===== src/ngh_pkg.sv =====
// Shared types, widths and constants of the noise gate with hold.
// Used by every module of the block; no dependencies.
`default_nettype none
package ngh_pkg;

	localparam int SAMPLE_BITS = 16;
	localparam int COEF_W      = 16;
	localparam int FRAC_W      = 16;                        // Q0.16 coefficients
	localparam int ENV_W       = SAMPLE_BITS + FRAC_W;      // Q16.16 envelope
	localparam int GAIN_FRAC   = 30;
	localparam int GAIN_W      = GAIN_FRAC + 1;             // Q1.30, at most 1.0
	localparam int THR_W       = 16;
	localparam int HOLD_W      = 16;
	localparam int CMP_W       = (ENV_W > THR_W + FRAC_W) ? ENV_W : THR_W + FRAC_W;
	localparam int TDATA_W     = ((SAMPLE_BITS + 7) / 8) * 8;

	// shared multiplier operands: A unsigned magnitude or coefficient, B signed
	localparam int A_W = ((COEF_W > SAMPLE_BITS) ? COEF_W : SAMPLE_BITS) + 1;
	localparam int B_W = ((ENV_W + 1) > (GAIN_W + 1)) ? ENV_W + 1 : GAIN_W + 1;
	localparam int P_W = A_W + B_W;

	localparam logic [GAIN_W-1:0] GAIN_ONE = GAIN_W'(1) << GAIN_FRAC;

	localparam int CFG_AW = 3;
	localparam int CFG_DW = 16;

	typedef enum logic [CFG_AW-1:0] {
		REG_THRESHOLD  = 3'd0,
		REG_ENV_RISE   = 3'd1,
		REG_ENV_FALL   = 3'd2,
		REG_OPEN_COEF  = 3'd3,
		REG_CLOSE_COEF = 3'd4,
		REG_HOLD_LEN   = 3'd5
	} reg_idx_t;

	typedef struct packed {
		logic [THR_W-1:0]  threshold_level;
		logic [COEF_W-1:0] env_rise_coef;
		logic [COEF_W-1:0] env_fall_coef;
		logic [COEF_W-1:0] open_coef;
		logic [COEF_W-1:0] close_coef;
		logic [HOLD_W-1:0] hold_length;
	} cfg_t;

	typedef enum logic [1:0] {
		MUL_ENV,
		MUL_GAIN,
		MUL_OUT
	} mul_sel_t;

	typedef struct packed {
		logic     load_in;
		logic     mul_en;
		mul_sel_t mul_sel;
		logic     env_upd;
		logic     gate_upd;
		logic     gain_upd;
		logic     out_load;
	} cmd_t;

endpackage
`default_nettype wire


===== src/ngh_cfg_regs.sv =====
// Configuration register file of the noise gate.
// Depends on ngh_pkg.
`default_nettype none
module ngh_cfg_regs (
	input  wire logic                        clk,
	input  wire logic                        arst_n,
	input  wire logic                        cfg_we,
	input  wire logic [ngh_pkg::CFG_AW-1:0]  cfg_addr,
	input  wire logic [ngh_pkg::CFG_DW-1:0]  cfg_wdata,
	output ngh_pkg::cfg_t                    cfg
);

	ngh_pkg::cfg_t cfg_q;

	always_ff @(posedge clk or negedge arst_n) begin
		if (!arst_n) begin
			cfg_q.threshold_level <= 16'd104;
			cfg_q.env_rise_coef   <= 16'd64185;
			cfg_q.env_fall_coef   <= 16'd65468;
			cfg_q.open_coef       <= 16'd64185;
			cfg_q.close_coef      <= 16'd65509;
			cfg_q.hold_length     <= 16'd480;
		end else if (cfg_we) begin
			// indexes past the last register are dropped
			case (cfg_addr)
				ngh_pkg::REG_THRESHOLD:  cfg_q.threshold_level <= cfg_wdata;
				ngh_pkg::REG_ENV_RISE:   cfg_q.env_rise_coef   <= cfg_wdata;
				ngh_pkg::REG_ENV_FALL:   cfg_q.env_fall_coef   <= cfg_wdata;
				ngh_pkg::REG_OPEN_COEF:  cfg_q.open_coef       <= cfg_wdata;
				ngh_pkg::REG_CLOSE_COEF: cfg_q.close_coef      <= cfg_wdata;
				ngh_pkg::REG_HOLD_LEN:   cfg_q.hold_length     <= cfg_wdata;
				default: ;
			endcase
		end
	end

	assign cfg = cfg_q;

endmodule
`default_nettype wire


===== src/ngh_datapath.sv =====
// Datapath: envelope, hold counter, gain state, one shared multiplier and
// the output register. Driven by commands from ngh_ctrl. Depends on ngh_pkg.
`default_nettype none
module ngh_datapath (
	input  wire logic                          clk,
	input  wire logic                          arst_n,
	input  wire ngh_pkg::cfg_t                 cfg,
	input  wire ngh_pkg::cmd_t                 cmd,
	input  wire logic [ngh_pkg::TDATA_W-1:0]   in_data,
	output logic      [ngh_pkg::TDATA_W-1:0]   out_data,
	output logic                               out_gate
);

	localparam int SB = ngh_pkg::SAMPLE_BITS;

	logic [SB-1:0]                     raw;
	logic                              neg_in;
	logic [SB-1:0]                     mag_in;
	logic [SB-1:0]                     mag_q;
	logic                              neg_q;
	logic [ngh_pkg::ENV_W-1:0]         env_q;
	logic [ngh_pkg::GAIN_W-1:0]        gain_q;
	logic [ngh_pkg::HOLD_W-1:0]        hold_q;
	logic                              open_q;
	logic [ngh_pkg::ENV_W-1:0]         abs_q;
	logic signed [ngh_pkg::ENV_W:0]    env_diff;
	logic [ngh_pkg::GAIN_W-1:0]        gain_tgt;
	logic signed [ngh_pkg::GAIN_W:0]   gain_diff;
	logic [ngh_pkg::COEF_W-1:0]        env_coef;
	logic [ngh_pkg::COEF_W-1:0]        gain_coef;
	logic signed [ngh_pkg::A_W-1:0]    mul_a;
	logic signed [ngh_pkg::B_W-1:0]    mul_b;
	logic signed [ngh_pkg::P_W-1:0]    prod_q;
	logic signed [ngh_pkg::P_W-1:0]    prod_sh;
	logic signed [ngh_pkg::P_W-1:0]    env_sum;
	logic signed [ngh_pkg::P_W-1:0]    gain_sum;
	logic                              above;
	logic [SB-1:0]                     scaled;
	logic [SB-1:0]                     res;
	logic [SB-1:0]                     out_q;
	logic                              gate_q;

	always_comb begin
		raw    = in_data[SB-1:0];
		neg_in = raw[SB-1];
		// full-scale negative wraps to 2^(SB-1), which is the right magnitude
		mag_in = neg_in ? (~raw + SB'(1)) : raw;

		abs_q     = {mag_q, {ngh_pkg::FRAC_W{1'b0}}};
		env_coef  = (abs_q > env_q) ? cfg.env_rise_coef : cfg.env_fall_coef;
		env_diff  = $signed({1'b0, env_q}) - $signed({1'b0, abs_q});
		gain_tgt  = open_q ? ngh_pkg::GAIN_ONE : '0;
		gain_coef = (gain_tgt > gain_q) ? cfg.open_coef : cfg.close_coef;
		gain_diff = $signed({1'b0, gain_q}) - $signed({1'b0, gain_tgt});

		// one-pole: new = target + floor(c * (old - target) / 2^16)
		unique case (cmd.mul_sel)
			ngh_pkg::MUL_ENV: begin
				mul_a = $signed(ngh_pkg::A_W'(env_coef));
				mul_b = ngh_pkg::B_W'(env_diff);
			end
			ngh_pkg::MUL_GAIN: begin
				mul_a = $signed(ngh_pkg::A_W'(gain_coef));
				mul_b = ngh_pkg::B_W'(gain_diff);
			end
			ngh_pkg::MUL_OUT: begin
				mul_a = $signed(ngh_pkg::A_W'(mag_q));
				mul_b = $signed(ngh_pkg::B_W'(gain_q));
			end
			default: begin
				mul_a = '0;
				mul_b = '0;
			end
		endcase

		prod_sh  = prod_q >>> ngh_pkg::FRAC_W;
		env_sum  = $signed(ngh_pkg::P_W'(abs_q)) + prod_sh;
		gain_sum = $signed(ngh_pkg::P_W'(gain_tgt)) + prod_sh;

		above = ngh_pkg::CMP_W'(env_q) >
			(ngh_pkg::CMP_W'(cfg.threshold_level) << ngh_pkg::FRAC_W);

		// gain <= 1.0, so the product shifted down fits the sample width
		scaled = prod_q[ngh_pkg::GAIN_FRAC +: SB];
		res    = neg_q ? (~scaled + SB'(1)) : scaled;
	end

	always_ff @(posedge clk or negedge arst_n) begin
		if (!arst_n) begin
			env_q  <= '0;
			gain_q <= '0;
			hold_q <= '0;
			open_q <= 1'b0;
		end else begin
			if (cmd.env_upd)
				env_q <= env_sum[ngh_pkg::ENV_W-1:0];
			if (cmd.gate_upd) begin
				priority if (above) begin
					open_q <= 1'b1;
					hold_q <= cfg.hold_length;
				end else if (hold_q != '0) begin
					open_q <= 1'b1;
					hold_q <= hold_q - ngh_pkg::HOLD_W'(1);
				end else begin
					open_q <= 1'b0;
				end
			end
			if (cmd.gain_upd)
				gain_q <= gain_sum[ngh_pkg::GAIN_W-1:0];
		end
	end

	always_ff @(posedge clk) begin
		if (cmd.load_in) begin
			mag_q <= mag_in;
			neg_q <= neg_in;
		end
		if (cmd.mul_en)
			prod_q <= mul_a * mul_b;
		if (cmd.out_load) begin
			out_q  <= res;
			gate_q <= open_q;
		end
	end

	assign out_data = ngh_pkg::TDATA_W'(out_q);
	assign out_gate = gate_q;

endmodule
`default_nettype wire


===== src/ngh_ctrl.sv =====
// Controller: sequences one sample through the shared multiplier and owns
// both handshakes. Depends on ngh_pkg.
`default_nettype none
module ngh_ctrl (
	input  wire logic     clk,
	input  wire logic     arst_n,
	input  wire logic     in_valid,
	output logic          in_ready,
	output logic          out_valid,
	input  wire logic     out_ready,
	output ngh_pkg::cmd_t cmd
);

	typedef enum logic [2:0] {
		ST_IDLE,
		ST_ENV_MUL,
		ST_ENV_UPD,
		ST_GATE,
		ST_GAIN_MUL,
		ST_GAIN_UPD,
		ST_OUT_MUL,
		ST_OUT_WR
	} state_t;

	state_t state_q;
	logic   out_valid_q;
	logic   out_free;

	assign out_free = !out_valid_q || out_ready;

	always_comb begin
		cmd          = '0;
		cmd.mul_sel  = ngh_pkg::MUL_ENV;
		unique case (state_q)
			ST_IDLE:     cmd.load_in = in_valid;
			ST_ENV_MUL:  cmd.mul_en  = 1'b1;
			ST_ENV_UPD:  cmd.env_upd = 1'b1;
			ST_GATE:     cmd.gate_upd = 1'b1;
			ST_GAIN_MUL: begin
				cmd.mul_en  = 1'b1;
				cmd.mul_sel = ngh_pkg::MUL_GAIN;
			end
			ST_GAIN_UPD: cmd.gain_upd = 1'b1;
			ST_OUT_MUL: begin
				cmd.mul_en  = 1'b1;
				cmd.mul_sel = ngh_pkg::MUL_OUT;
			end
			ST_OUT_WR:   cmd.out_load = out_free;
			default: ;
		endcase
	end

	always_ff @(posedge clk or negedge arst_n) begin
		if (!arst_n) begin
			state_q     <= ST_IDLE;
			out_valid_q <= 1'b0;
		end else begin
			// a new result may take the register in the cycle the old one transfers
			priority if (state_q == ST_OUT_WR && out_free)
				out_valid_q <= 1'b1;
			else if (out_ready)
				out_valid_q <= 1'b0;
			unique case (state_q)
				ST_IDLE:     if (in_valid) state_q <= ST_ENV_MUL;
				ST_ENV_MUL:  state_q <= ST_ENV_UPD;
				ST_ENV_UPD:  state_q <= ST_GATE;
				ST_GATE:     state_q <= ST_GAIN_MUL;
				ST_GAIN_MUL: state_q <= ST_GAIN_UPD;
				ST_GAIN_UPD: state_q <= ST_OUT_MUL;
				ST_OUT_MUL:  state_q <= ST_OUT_WR;
				ST_OUT_WR: begin
					// wait here while the previous result is still unclaimed
					if (out_free)
						state_q <= ST_IDLE;
				end
				default: state_q <= ST_IDLE;
			endcase
		end
	end

	assign in_ready  = (state_q == ST_IDLE);
	assign out_valid = out_valid_q;

endmodule
`default_nettype wire


===== src/noise_gate_with_hold.sv =====
// Noise gate with hold: top level joining config registers, controller and datapath.
// Depends on ngh_pkg, ngh_cfg_regs, ngh_ctrl, ngh_datapath.
//
// Usage:
//   s_axis carries one signed sample per transfer in tdata; m_axis returns the
//   gated sample in tdata and the gate state in tuser, one result per sample,
//   in order. Registers are to be written through cfg_we/cfg_addr/cfg_wdata
//   while the block is idle, which the block itself does not enforce; writes
//   to unused indexes are dropped. Per sample the controller walks eight
//   states: accept, envelope multiply, envelope update, gate/hold decision,
//   gain multiply, gain update, output multiply, output write. All three
//   products go through one shared multiplier; m_axis_tvalid rises once the
//   output-write state has loaded the result, and the block takes no new
//   sample until the current one has left the output-write state.
//   The output register decouples the sides: the next sample is accepted while
//   a result waits. If the receiver stalls, the following sample finishes its
//   work and then waits in the output-write state until the register frees up;
//   s_axis_tready stays low meanwhile.
//   Reset clears the envelope, gain (gate closed) and hold counter, loads the
//   default register values and leaves m_axis_tvalid low.
`default_nettype none
module noise_gate_with_hold (
	input  wire logic                          clk,
	input  wire logic                          arst_n,
	input  wire logic                          s_axis_tvalid,
	output logic                               s_axis_tready,
	input  wire logic [ngh_pkg::TDATA_W-1:0]   s_axis_tdata,   // [15:0] sample_in
	output logic                               m_axis_tvalid,
	input  wire logic                          m_axis_tready,
	output logic      [ngh_pkg::TDATA_W-1:0]   m_axis_tdata,   // [15:0] sample_out
	output logic      [0:0]                    m_axis_tuser,   // [0] gate_open
	input  wire logic                          cfg_we,
	input  wire logic [ngh_pkg::CFG_AW-1:0]    cfg_addr,
	input  wire logic [ngh_pkg::CFG_DW-1:0]    cfg_wdata
);

	ngh_pkg::cfg_t cfg;
	ngh_pkg::cmd_t cmd;
	logic          gate;

	ngh_cfg_regs u_cfg (
		.clk       (clk),
		.arst_n    (arst_n),
		.cfg_we    (cfg_we),
		.cfg_addr  (cfg_addr),
		.cfg_wdata (cfg_wdata),
		.cfg       (cfg)
	);

	ngh_ctrl u_ctrl (
		.clk       (clk),
		.arst_n    (arst_n),
		.in_valid  (s_axis_tvalid),
		.in_ready  (s_axis_tready),
		.out_valid (m_axis_tvalid),
		.out_ready (m_axis_tready),
		.cmd       (cmd)
	);

	ngh_datapath u_dp (
		.clk      (clk),
		.arst_n   (arst_n),
		.cfg      (cfg),
		.cmd      (cmd),
		.in_data  (s_axis_tdata),
		.out_data (m_axis_tdata),
		.out_gate (gate)
	);

	assign m_axis_tuser = gate;

endmodule
`default_nettype wire

===== config.mk =====
export PLATFORM = sky130hd
export DESIGN_NAME = noise_gate_with_hold
export DESIGN_NICKNAME = d
export VERILOG_FILES = /design/src/ngh_pkg.sv /design/src/ngh_cfg_regs.sv /design/src/ngh_datapath.sv /design/src/ngh_ctrl.sv /design/src/noise_gate_with_hold.sv
export SDC_FILE = /design/constraint.sdc
export NUM_CORES = 2
export LEC_CHECK = 0
export BUFFER_PORTS_ARGS = -buffer_cell sky130_fd_sc_hd__buf_2
export CAP_MARGIN = 20
export CORE_UTILIZATION = 38
export CTS_BUF_LIST = sky130_fd_sc_hd__clkbuf_8
export DETAILED_ROUTE_END_ITERATION = 16
export PLACE_DENSITY = 0.54
export SLEW_MARGIN = 20
export SYNTH_ARGS = -nofsm -noshare
export SYNTH_HDL_FRONTEND = slang
export SYNTH_SLANG_ARGS = --single-unit

===== constraint.sdc =====
create_clock -name clk -period 12.6 [get_ports clk]
set_input_delay 0 -clock clk [delete_from_list [all_inputs] [get_ports clk]]
set_output_delay 0 -clock clk [all_outputs]
set_load 0.01 [all_outputs]

# Word-level counts from Yosys, hierarchy flattened
# Cells that the tools add are included.
# totals
out_inout_bits,19
reg_bits,262
inputBits,40
elab_cells,88
# op_classes
n_mul,1
n_reduce_logical,18
eq_ne,16
n_mux,23
add_sub_neg,7
n_bitwise,2
magnitude_cmp,3
# op_table
op,n
$pmux W33 S3,1
$mux W16,5
$gt A32 B32 Y1,2
$mul A17 B33 Y48,1
$pmux W16 S3,1
$sub A32 B32 Y33,1
$add A16 B1 Y16 const B,2
$add A32 B32 Y32,1
$not A16 Y16,2
$sub A31 B31 Y32,1
$add A31 B31 Y31,1
$gt A31 B31 Y1,1
$mux W31,1
$pmux W3 S8,1
$eq A3 B3 Y1 const B,6
$reduce_and A2 Y1,8
$reduce_bool A16 Y1,1
$sub A16 B1 Y16 const B,1
$mux W15,1
$eq A3 B2 Y1 const B,4
$mux W1,10
$eq A3 B1 Y1 const B,2
$logic_not A3 Y1,2
$mux W3,2
11 further kinds,12

# Longest topological paths before layout
# logic_depth
word_depth,5
ltp_mapped,38
ltp_nobuf,37

# Hierarchy
# From an unflattened synthesis, not the netlist that was laid out.
# unflattened
cells_unflattened,3119
area_unflattened_um2,30430.4
# by_module_without_submodules
mod,instances,area_each_um2,cells_each,seq_area_each_um2
ngh_datapath,1,26410.3,2882,3983.8
ngh_cfg_regs,1,3747.3,208,2471.1
ngh_ctrl,1,272.8,29,100.1

# Worst setup path after synthesis
# Ideal clock, no wire load.
# synth_timing
path_type,register -> register
start,reg u_dp.mag_q[1]
end,"reg u_dp.prod_q[47] in the netlist's numbering, data pin"
stages_incl_launch_ff,36
path_slack_ns,4.186
n_path_buf,2
arrival_time_ns,8.155
cell_sequence,edfxtp_1 -> inv_1 -> ha_1 -> nand2b_1 -> a21oi_1 -> o21a_1 -> o21ai_1 -> a21oi_2 -> nor3_4 -> buf_4 -> mux2i_1 -> nor2_1 -> a21oi_1 -> buf_2 -> nor2_1 -> fa_1 -> inv_1 -> fa_1 -> fa_1 -> inv_1 -> fa_1 -> fa_1 -> inv_1 -> fa_1 -> inv_1 -> ha_1 -> a211oi_1 -> o21ai_1 -> and3_1 -> a211o_1 -> a211o_1 -> a41o_1 -> o41ai_4 -> o21ai_1 -> xnor2_1 -> xnor2_1
# synth_between
elab_chain_len,4
# synth_lines
element,line,text
from (decl),ngh_datapath.sv:19,logic [SB-1:0] mag_q;
from (signal assigned),ngh_datapath.sv:115,mag_q <= mag_in;
$gt A32 B32 Y1,ngh_datapath.sv:50,env_coef = (abs_q > env_q) ? cfg.env_rise_coef : cfg.env_fall_coef;
$mux W16,ngh_datapath.sv:50,
$pmux W16 S3,ngh_datapath.sv:57,unique case (cmd.mul_sel)
$mul A17 B33 Y48 *,ngh_datapath.sv:119,prod_q <= mul_a * mul_b;
to (signal assigned),ngh_datapath.sv:119,
to (decl),ngh_datapath.sv:33,logic signed [ngh_pkg::P_W-1:0] prod_q;
# Every way passes the cells marked *; elsewhere a longest branch is shown, timed or not.
# A chain may end at the register's enable or synchronous reset.

# Worst setup path after layout
# Same ends and word-level chain as after synthesis.

==> flow_summary.json <==
{
  "slowest_delay_ns": 0.68,
  "hold_path.class": "in -> async",
  "avgSynthCellArea_sq_um": 9.47,
  "antenna_found_initial": 0,
  "ys_types": 72,
  "syn_area_sq_mm": 0.0300,
  "ant_nets": 0,
  "drv_slew": 0,
  "start_kind": "flop",
  "diodes": 0,
  "tightest_slew_ns": 1.15,
  "synthFlopType": "dfrtp_1",
  "portBuffers": 58,
  "grt_pass1_vias": 22732,
  "synth_largest_area_cell": "fa_1",
  "post-synth-top-area-fraction_pct": 32.8,
  "syn_to_final_growth_pct": 10.2,
  "core_sq_mm": 0.0777,
  "num_rows": 102,
  "cts_htree_levels": 2,
  "drive_gt1_share_pct": 12.1,
  "placedCellCount": 4199,
  "slowest_stage": "a2111oi_0",
  "yosys_warnings": 0,
  "via_per_inst": 5.02,
  "top_layer": "met4",
  "yosysSeqAreaShare_pct": 21.9,
  "route.met3.wl_mm": 4.58,
  "die-area_sq_mm": 0.0800,
  "end_kind": "flop",
  "die_y_microns": 283,
  "cap_violations": 0,
  "ctsResizeCount": 0,
  "clockBufferDepth": 3,
  "rsz0062_at_grt": "no",
  "met1Wirelength_mm": 40.3,
  "dp_hpwl_mm": 65.5,
  "post-synth-top-count-cell": "inv_1",
  "crit_arrival_ns": 10.22,
  "finClkSkew_ns": 0.0493,
  "postSynthNetCount": 3859,
  "max_freq_mhz": 102,
  "period_minus_slack_ns": 9.84,
  "synth_edf_count": 66,
  "grt_pass1_wl_mm": 137,
  "ys_top_cells_by_area": "fa_1, dfrtp_1, inv_1",
  "cts_buffers": 43,
  "finalNetCount": 3953,
  "relSlewSlack_pct": 23.4,
  "final_hold_viol_count": 0,
  "wl_per_cell_microns": 20.0,
  "setup_tns_ns": 0,
  "yosys-top-cells-count": "inv_1, fa_1, nand2_1",
  "gr-total-overflow": 0,
  "setup_viol": 0,
  "worstSkewPairLatency_ns": 0.63,
  "grt_usage_pct": 22.7,
  "period_share_pct": 78.1,
  "postCtsSetupBuffers": 0,
  "die_w_microns": 283,
  "firstDrtPassIters": 6,
  "cts.sinks": 246,
  "syn-instance-count": 3165,
  "ios": 59,
  "status": "finished, final reports clean",
  "drtIter0Drc": 1368,
  "async_reset_ff_share_pct": 73.2,
  "crit_start": "u_dp.mag_q[1]$_DFFE_PP_",
  "worstSetupPathType": "reg -> reg",
  "worst_ep_required_time_ns": 12.97,
  "synth_seq_cells": 246,
  "vias": 21753,
  "clk_pin_slew_worst_paths_ns": 0.07,
  "ctsRootBufferMaster": "clkbuf_8",
  "grt_max_degree": 113,
  "drcViolationCount": 0,
  "cts_tree": "yes",
  "path_max_fanout": 19,
  "wirelength_mm": 86.6,
  "gp_congestion": 0.891,
  "dr_wl_met2_mm": 40.3,
  "start_util_pct": 38.5,
  "final_cells": 4334,
  "timing.rr.start": "u_dp.mag_q[1]$_DFFE_PP_"
}
==> flip-flops by register name, indices dropped and copies added, names as in the netlist <==
signal            count
u_dp.mag_q           16
u_dp.neg_q            1
u_dp.hold_q          16
u_cfg.cfg            96
u_ctrl.out_valid      1
u_dp.open_q           1
u_dp.env_q           32
u_ctrl.state_q        3
u_dp.prod_q          32
u_dp.out_gate         1
u_dp.gain_q          31
u_dp.out_data        16
==> layer usage <==
layer	global-route usage [%]	vias to the layer above
li1	-	9979
met5	0	-
met3	3.13	78
met1	32.6	11158
met4	3.99	0
met2	36.8	538
==> through the flow <==
step	hold WS (ns)	area [sq um]	worst slack, ns	utilization (%)
2_1_floorplan	-0.296	30000	4.19	-
3_3_place_gp	0.208	31500	2.90	40.6
3_5_place_dp	0.208	31500	2.72	40.6
6_report	0.0536	33000	2.76	42.5
4_1_cts	0.00437	33000	2.75	42.5
5_1_grt	0.0708	33000	2.16	42.5
==> placed cells by master (no fill, tap or decap), types with 13 or more instances in the layout <==
cell           netlist  final
mux2_2             112    112
xnor2_1             64     64
dfstp_2             55     55
nor2_1             345    344
o21ai_0             71     71
xor2_1              22     22
a21o_1              26     26
mux2i_1             57     54
a211oi_1            24     24
o21a_1              16     16
dlygate4sd3_1        0     55
nand2b_1            17     16
clkbuf_8             0     56
o31ai_1             15     15
dfrtp_1            125    125
nor2b_1             17     16
buf_4                6     56
edfxtp_1            66     66
and2_1              21     21
a21oi_1             53     47
fa_1               491    491
nand3_1             19     19
ha_1               163    163
buf_2               32     57
or2_2               13     13
o2bb2ai_1           13     13
nor3_1              30     28
inv_1              619    635
nand2_1            466    466
==> cell type report <==
class	count	area [sq um]
fill	7617	44700
multi-input combinational	2180	20600
sequential	246	6560
inverter	619	2320
tap	1040	1300
timing repair buffer	169	1270
clock buffer	55	757
clock inverter	25	156
==> worst paths after layout <==
kind,end,slack (ns),cells past startpoint
worst max-delay path,u_dp.prod_q[47]$_DFFE_PP_,2.76,35
worst max register to register,u_dp.prod_q[47]$_DFFE_PP_,2.76,35
min in group clk,u_cfg.cfg[89]$_DFFE_PN0P_,0.07,4
max in group asynchronous,u_ctrl.state_q[0]$_DFFE_PN0P_,11.08,3
worst min register to register,u_dp.env_q[7]$_DFFE_PN0P_,0.47,2
worst min-delay path,u_cfg.cfg[92]$_DFFE_PN0P_,0.05,2
==> worst max-delay path, delay by kind of cell, from the launching register on <==
| kind | cells | cell delay, ns |
|---|---|---|
| mux | 1 | 0.22 |
| simple gates | 6 | 0.83 |
| compound gates | 10 | 3.09 |
| xor+xnor | 2 | 0.26 |
| buf+inv | 8 | 1.13 |
| fa+ha+maj | 8 | 3.64 |
| flops | 1 | 0.45 |
==> cells by family (layout without fill, tap and decap cells) <==
kind of cell / Yosys count / count (layout) / synth area share [%]
AO/OA/AOI/OAI: 280 / 280 / 6.33
XOR/XNOR: 86 / 86 / 2.51
adder cells (fa/ha/maj): 654 / 654 / 39.6
buffers and inverters: 739 / 868 / 9.52
flip-flops: 246 / 246 / 21.9
multiplexers: 169 / 169 / 6.11
AND/OR/NAND/NOR: 991 / 991 / 14.0
==> timing repair <==
item / 4_1_cts / 5_1_grt
hold buffers: 55 / 0
endpoints found under the setup margin: 0 / 0
hold endpoints to repair: 211 / 0
Power is not shown: default switching activity piles up to over one toggle a cycle in this logic, so the estimate is an artifact.
